[config.mk]
export PLATFORM = sky130hd
export DESIGN_NAME = fqa_div
export DESIGN_NICKNAME = d
export VERILOG_FILES = /design/src/hw/rtl/fqa_pkg.sv /design/src/hw/rtl/fqa_div.sv
export SDC_FILE = /design/constraint.sdc
export NUM_CORES = 2
export LEC_CHECK = 0
export BUFFER_PORTS_ARGS = -buffer_cell sky130_fd_sc_hd__buf_4
export CAP_MARGIN = 20
export CORE_MARGIN = 4
export CORE_UTILIZATION = 45
export DETAILED_ROUTE_END_ITERATION = 6
export HOLD_SLACK_MARGIN = 0.08
export PLACE_DENSITY_LB_ADDON = 0.15
export SLEW_MARGIN = 10
export SYNTH_ARGS = -nofsm -noshare
export SYNTH_HDL_FRONTEND = slang
export SYNTH_SLANG_ARGS = --single-unit
[constraint.sdc]
create_clock -name clk_i -period 4.33 [get_ports clk_i]
set_clock_uncertainty 0.1 [all_clocks]
set_input_delay 0.6495 -clock clk_i [delete_from_list [all_inputs] [get_ports clk_i]]
set_output_delay 0.6495 -clock clk_i [all_outputs]
set_load 0.02 [all_outputs]
[src/hw/rtl/fqa_pkg.sv]
// Shared types, constants and arcsine table builder for the vector angle block.
package fqa_pkg;

  localparam int unsigned FracBitsDef  = 20;
  localparam int unsigned TableBitsDef = 10;
  localparam int unsigned VecWidth     = 32;
  localparam int unsigned AngleWidth   = 21;
  localparam int unsigned MagWidth     = 32;
  localparam int unsigned RootSteps    = 32;
  localparam int unsigned RomWidth     = 29;
  localparam int unsigned RomFrac      = 30;
  localparam int unsigned CordicSteps  = 30;

  // atan(2^-k) with 2^32 per turn
  localparam longint CordicAngle [CordicSteps] = '{
    536870912, 316933406, 167458907, 85004756, 42667331, 21354465,
    10679838, 5340245, 2670163, 1335087, 667544, 333772, 166886, 83443,
    41722, 20861, 10430, 5215, 2608, 1304, 652, 326, 163, 81, 41, 20,
    10, 5, 3, 1
  };

  typedef struct packed {
    logic signed [VecWidth-1:0] vec_real;
    logic signed [VecWidth-1:0] vec_imag;
  } fqa_in_t;

  typedef struct packed {
    logic [AngleWidth-1:0] angle_turns;
    logic                  zero_vector;
  } fqa_out_t;

  typedef struct packed {
    logic zero;
    logic re_pos;
    logic im_neg;
  } fqa_side_t;

  typedef struct packed {
    logic                vld;
    fqa_side_t           side;
    logic [MagWidth-1:0] mag;
    logic [MagWidth-1:0] aim;
  } fqa_root_t;

  function automatic longint unsigned isqrt64(input longint unsigned v);
    longint unsigned rem;
    longint unsigned root;
    longint unsigned bitv;
    rem  = v;
    root = 0;
    bitv = 64'd1 << 62;
    for (int n = 0; n < 32; n++) begin
      if (rem >= root + bitv) begin
        rem  = rem - (root + bitv);
        root = (root >> 1) + bitv;
      end else begin
        root = root >> 1;
      end
      bitv = bitv >> 2;
    end
    return root;
  endfunction

  // asin(i / 2^tb) / (2*pi) in Q30 turns, rounded to nearest
  function automatic logic [RomWidth-1:0] arcsine_entry(input int unsigned i,
                                                        input int unsigned tb);
    longint          x;
    longint          y;
    longint          z;
    longint          dx;
    longint          dy;
    longint unsigned s;
    if (i == 0) return '0;
    if (i >= (32'd1 << tb)) return RomWidth'(64'd1 << 28);
    s = longint'(i) << (30 - tb);
    y = longint'(s);
    x = longint'(isqrt64((64'd1 << 60) - s * s));
    z = 0;
    for (int k = 0; k < CordicSteps; k++) begin
      dx = y >>> k;
      dy = x >>> k;
      if (y > 0) begin
        x = x + dx;
        y = y - dy;
        z = z + CordicAngle[k];
      end else begin
        x = x - dx;
        y = y + dy;
        z = z - CordicAngle[k];
      end
    end
    if (z < 0) z = 0;
    z = (z + 2) >>> 2;
    if (z > (64'sd1 <<< 28)) z = 64'sd1 <<< 28;
    return RomWidth'(z);
  endfunction

endpackage

[src/hw/rtl/fqa_div.sv]
// Sine pipeline: restoring division of |imag| by the magnitude, one quotient bit a stage.
module fqa_div import fqa_pkg::*; #(
  parameter int unsigned FracBits = FracBitsDef
) (
  input  logic              clk_i,
  input  logic              rst_ni,
  input  logic              en_i,
  input  fqa_root_t         root_i,
  output logic              vld_o,
  output fqa_side_t         side_o,
  output logic [FracBits:0] par_o
);

  localparam int unsigned DivSteps = FracBits + 1;
  localparam int unsigned RemWidth = MagWidth + 2;

  logic                vld_q  [1:DivSteps];
  logic [RemWidth-1:0] r_q    [1:DivSteps];
  logic [DivSteps-1:0] q_q    [1:DivSteps];
  logic [MagWidth-1:0] mag_q  [1:DivSteps];
  fqa_side_t           side_q [1:DivSteps];

  logic                vld_c  [DivSteps+1];
  logic [RemWidth-1:0] r_c    [DivSteps+1];
  logic [DivSteps-1:0] q_c    [DivSteps+1];
  logic [MagWidth-1:0] mag_c  [DivSteps+1];
  fqa_side_t           side_c [DivSteps+1];
  logic                ge     [1:DivSteps];

  always_comb begin
    vld_c[0]  = root_i.vld;
    r_c[0]    = {2'b00, root_i.aim};
    q_c[0]    = '0;
    mag_c[0]  = root_i.mag;
    side_c[0] = root_i.side;
    for (int j = 1; j <= DivSteps; j++) begin
      vld_c[j]  = vld_q[j];
      r_c[j]    = r_q[j];
      q_c[j]    = q_q[j];
      mag_c[j]  = mag_q[j];
      side_c[j] = side_q[j];
      ge[j]     = r_c[j-1] >= {2'b00, mag_c[j-1]};
    end
  end

  always_ff @(posedge clk_i or negedge rst_ni) begin
    if (!rst_ni) begin
      for (int j = 1; j <= DivSteps; j++) vld_q[j] <= 1'b0;
    end else if (en_i) begin
      for (int j = 1; j <= DivSteps; j++) vld_q[j] <= vld_c[j-1];
    end
  end

  always_ff @(posedge clk_i) begin
    if (en_i) begin
      for (int j = 1; j <= DivSteps; j++) begin
        r_q[j]    <= (ge[j] ? (r_c[j-1] - {2'b00, mag_c[j-1]}) : r_c[j-1]) << 1;
        q_q[j]    <= {q_c[j-1][DivSteps-2:0], ge[j]};
        mag_q[j]  <= mag_c[j-1];
        side_q[j] <= side_c[j-1];
      end
    end
  end

  assign vld_o  = vld_c[DivSteps];
  assign side_o = side_c[DivSteps];
  assign par_o  = q_c[DivSteps];

endmodule

Word level (Yosys, flattened, before mapping)
Memories as Yosys holds them, arrays and structs flattened.
Index checks and enable logic that the tools add are counted.
Operators by class
  $add $sub $neg: 21
  multiply operators: 0
  div/mod/pow operators: 0
  magnitude comparators: 21
  equality and inequality tests: 0
  shifts and indexed selects: 0
  muxes and demuxes: 23
  bitwise logic cells: 0
  reduce and logical (&&, ||, !) cells: 0
Operators by type and width (count)
  33-bit two-way mux: 21
  34-bit by 32-bit >= comparator with 1-bit output: 20
  33-bit by 32-bit subtractor with 33-bit output: 20
  32-bit by 32-bit subtractor with 33-bit output: 1
  32-bit >= comparator: 1
  1-bit two-way mux: 2
Word-level totals
  bits in registers: 21
  bits in latches: 0
  bits in writable memories: 1869
  ROM bits: 0
  input bits: 71
  memories: 4
Memories
  r_q: depth 21, bits a word 33, rd ports 20, clocked after memory_dff 0, wr ports 21, RTL line fqa_div.sv:18  | logic [RemWidth-1:0] r_q [1:DivSteps];
  mag_q: depth 21, bits a word 32, rd ports 20, clocked after memory_dff 0, wr ports 21, RTL line fqa_div.sv:20  | logic [MagWidth-1:0] mag_q [1:DivSteps];
  q_q: depth 21, bits a word 21, rd ports 21, clocked after memory_dff 0, wr ports 21, RTL line fqa_div.sv:19  | logic [DivSteps-1:0] q_q [1:DivSteps];
  side_q: depth 21, bits a word 3, rd ports 21, clocked after memory_dff 0, wr ports 21, RTL line fqa_div.sv:21  | fqa_side_t side_q [1:DivSteps];

Depth between registers and ports, before layout
An unclocked memory read counts as a cell.
  word-level depth: 3
  gate-level depth with buffers: 16

Worst setup path before layout
OpenSTA, ideal clock, no wires.
  kind: reg2reg
  start: register, netlist name r_q[0][202]
  end: register, netlist name r_q[0][258]
  library setup time: 0.262 ns
  arrival: 3.067 ns
  required time: 3.968 ns
  setup slack: 0.900 ns
  stages on the path, launching flop included: 12
  path buffers: 1
  cell sequence: edfxtp_1 ha_1 a2111o_1 o21ai_1 o21a_1 o21a_1 o211ai_1 a31oi_1 a21oi_1 a211oi_4 buf_4 mux2_1

==> impl_metrics.csv <==
group,metric,value,unit
global_routing,use_met1,27.9,%
final_layout,nFillCells,17800,
die,die_w,458,um
worst_hold_path,min_from,"side_q[0][39]",
detailed_routing,drc,0,
setup_path,path_class,"flip-flop to flip-flop",
detailed_routing,first_iter_violations,5054,
die,core_area,201000,um^2
detailed_routing,drt-total-wl,217000,um
global_routing,grt_pass1_wl,338000,um
synthesis,synth_cell_types,97,
place,port_buffers,95,
detailed_routing,vias_per_cell,5.48,
final_layout,nets,9251,
run,drv_cap,0,
setup_path,reg2reg_from,"r_q[0][569]",
synthesis,synth_fp_nets,8977,
global_routing,met3_usage,3.00,%
clock_tree,clockRootBuffer,"clkbuf_16",
power,p_leak,41.6,nW
clock_tree,cts.sinks,1615,
clock_tree,clock_latency,0.83,ns
die,ios,96,
global_routing,grtUsageMet2,33.8,%
clock_tree,numCtsBuffers,178,
global_routing,busiest_layer,"met2",
sta,finalSetupViolations,0,
setup_path,path_buf_inv,1,
synthesis,synth_ff_type,"edfxtp_1",
clock_tree,path_clk_slew,0.06,ns
setup_path,worstSetupStartpointType,"flip-flop",
synthesis,synth_area_leaders,"edfxtp_1 53%, ha_1 9.2%, a21oi_1 3.9%",
sta,drv_slew,0,
synthesis,yosysMostFrequentCell,"edfxtp_1",
die,rows,164,
setup_path,cp_top_family,"compound AO/OA/AOI/OAI gates",
synthesis,synth_cells,8215,
clock_tree,cts_tree,"yes",
die,fp.dieH,458,um
synthesis,async_flop_share,1.30,%
setup_path,crit_start,"r_q[0][569]",
place,hpwl,165000,um
place,gp_congestion,0.924,
die,start_util,45.4,%
setup_path,end_kind,"flip-flop",
worst_hold_path,hold_class,"flip-flop to flip-flop",
power,powerDensity,734,nW/um^2
setup_path,arrival,4.55,ns
sta,fin_tns_setup,0,ns
worst_hold_path,hold_path_depth,0,
synthesis,synth.top_cell.area_share,52.5,%
setup_path,cp_slowest_stage_delay,0.62,ns
global_routing,first_global_vias,60300,
global_routing,grt_max_degree,112,
final_layout,fin_area,102000,um^2
synthesis,synth_edf_count,1594,
setup_path,worstReg2RegEnd,"r_q[0][619]",
final_layout,layout-drive-gt1-share,8.11,%
sta,clock.fmax,0.245,GHz
synthesis,ys_seq_area_share,53.1,%
global_routing,grt_use_total,20.3,%
sta,hold_violations,0,
synthesis,syn_area,91200,um^2
detailed_routing,wl_per_cell,19.2,um
sta,worst_hold_slack,0.283,ns
synthesis,yosys_warnings,0,
sta,fin_crit,4.08,ns
synthesis,synth_seq_cells,1615,
clock_tree,htree_levels,4,
detailed_routing,first_pass_iters,5,
sta,slew_headroom,33.5,%
setup_path,worstPathMaxFanout,18,
die,die_area,210000,um^2
sta,worstMarginPinSlew,0.998,ns
global_routing,overflow,0,
setup_path,cpMaxStageDelayCell,"a2111oi_0",
detailed_routing,vias,61900,
worst_hold_path,hold_end,"side_q[0][42]",
setup_path,worstRegToRegCells,11,
clock_tree,clockBufferDepth,3,
place,placed_area,95700,um^2
synthesis,synth_commonest_cells,"1594 x edfxtp_1, 823 x inv_1, 702 x a21oi_1",
power,vdd_drop_max,0.429,mV
sta,post-route-period-util,94.1,%
global_routing,grt_antenna_before_repair,5,
detailed_routing,postRouteAntennaNets,0,
setup_path,reg2reg_slack,0.25,ns
setup_path,cp_cell_sequence,"ha_1 > a21oi_1 > nor2_1 > a2111oi_0 > a21oi_1 > o21bai_1 > a31oi_1 > a31oi_1 > o211a_2 > inv_2 > mux2_1",
synthesis,avgSynthCellArea,11.1,um^2
run_status,outcome,"completed",
setup_path,critPathRequiredTime,4.80,ns
sta,rsz0062_at_grt,"false",
final_layout,area_growth,12.4,%
synthesis,yosys.area.top_type,"edfxtp_1",
==> through the flow <==
step	worst slack [ns]	util (%)	power (mW)	std cells
2_1_floorplan	0.900	-	50.4	8215
3_3_place_gp	0.129	47.7	59.3	10900
3_5_place_dp	0.0713	47.7	59.6	10900
5_1_grt	0.0370	51.0	80.8	11300
6_report	0.254	51.0	75.2	11300
4_1_cts	0.119	51.0	75.7	11300
==> sequential cells by signal, indices dropped and copies added (netlist names) <==
register  flops
r_q         660
mag_q       640
vld_c        20
vld_o         1
q_q         231
side_q       63
==> kinds of logic after synthesis <==
group	after synthesis	synth area share, %
compound gates	2252	15.2
xor+xnor	560	5.38
fa+ha+maj	691	9.65
buf+inv	1051	4.61
flops	1615	53.1
mux	212	2.63
simple gates	1834	9.43
==> area by class of cell <==
| type | instances | area, um^2 | area share [%] |
|---|---|---|---|
| clock buffers | 222 | 4690 | 4.58 |
| multi-input cells | 5549 | 38600 | 37.7 |
| well taps | 2656 | 3320 | 3.24 |
| diodes | 2 | 5.00 | 0.00489 |
| flip-flops and latches | 1615 | 48400 | 47.2 |
| repair buffers | 314 | 2950 | 2.88 |
| inverters | 831 | 3120 | 3.05 |
| clock inverters | 109 | 1320 | 1.29 |
==> metal layers <==
| layer | part of all wire [%] | up-vias | wire (um) |
|---|---|---|---|
| met5 | 0.017 | - | 37 |
| li1 | - | 30600 | - |
| met3 | 4.7 | 315 | 10300 |
| met1 | 45 | 29700 | 98200 |
| met2 | 48 | 1357 | 103000 |
| met4 | 2.4 | 6 | 5210 |
==> cells in the final DEF (no fill, tap or decap), types with 44 or more instances in the layout <==
master / n
a211oi_1: 70
a21o_1: 288
a21oi_1: 702
a31oi_1: 73
and3_1: 57
buf_4: 212
clkbuf_16: 179
dlygate4sd3_1: 69
edfxtp_1: 1594
ha_1: 671
inv_1: 823
mux2_1: 105
mux2_2: 93
nand2_1: 636
nand2b_1: 115
nand3_1: 131
nand4_1: 100
nor2_1: 438
nor2b_1: 99
nor3_1: 91
o211ai_1: 44
o21a_1: 60
o21ai_0: 517
o21ai_1: 112
o21bai_1: 84
o31ai_1: 51
xnor2_1: 314
xor2_1: 246
==> power by group <==
group	leakage, nW	switching, mW	internal (mW)
Combinational	22.9	18.9	14.5
Clock	2.91	6.48	9.03
Sequential	15.8	2.87	23.4
==> worst max-delay path by stage <==
stage	to	slack, ns	depth (start not counted)
floorplan	r_q[0][258]	0.90	11
global placement	r_q[0][34]	0.13	13
detailed placement	r_q[0][34]	0.07	14
CTS	r_q[0][157]	0.12	11
global route	r_q[0][619]	0.04	11
finish	r_q[0][619]	0.25	11
==> what timing repair did <==
item,in CTS,in global routing
hold buffers,69,0
endpoints found under the hold margin,87,0
gates resized for setup,0,1
setup buffers,0,3
setup endpoints to repair,0,29
Note: power is estimated with default switching activity, not from simulation.
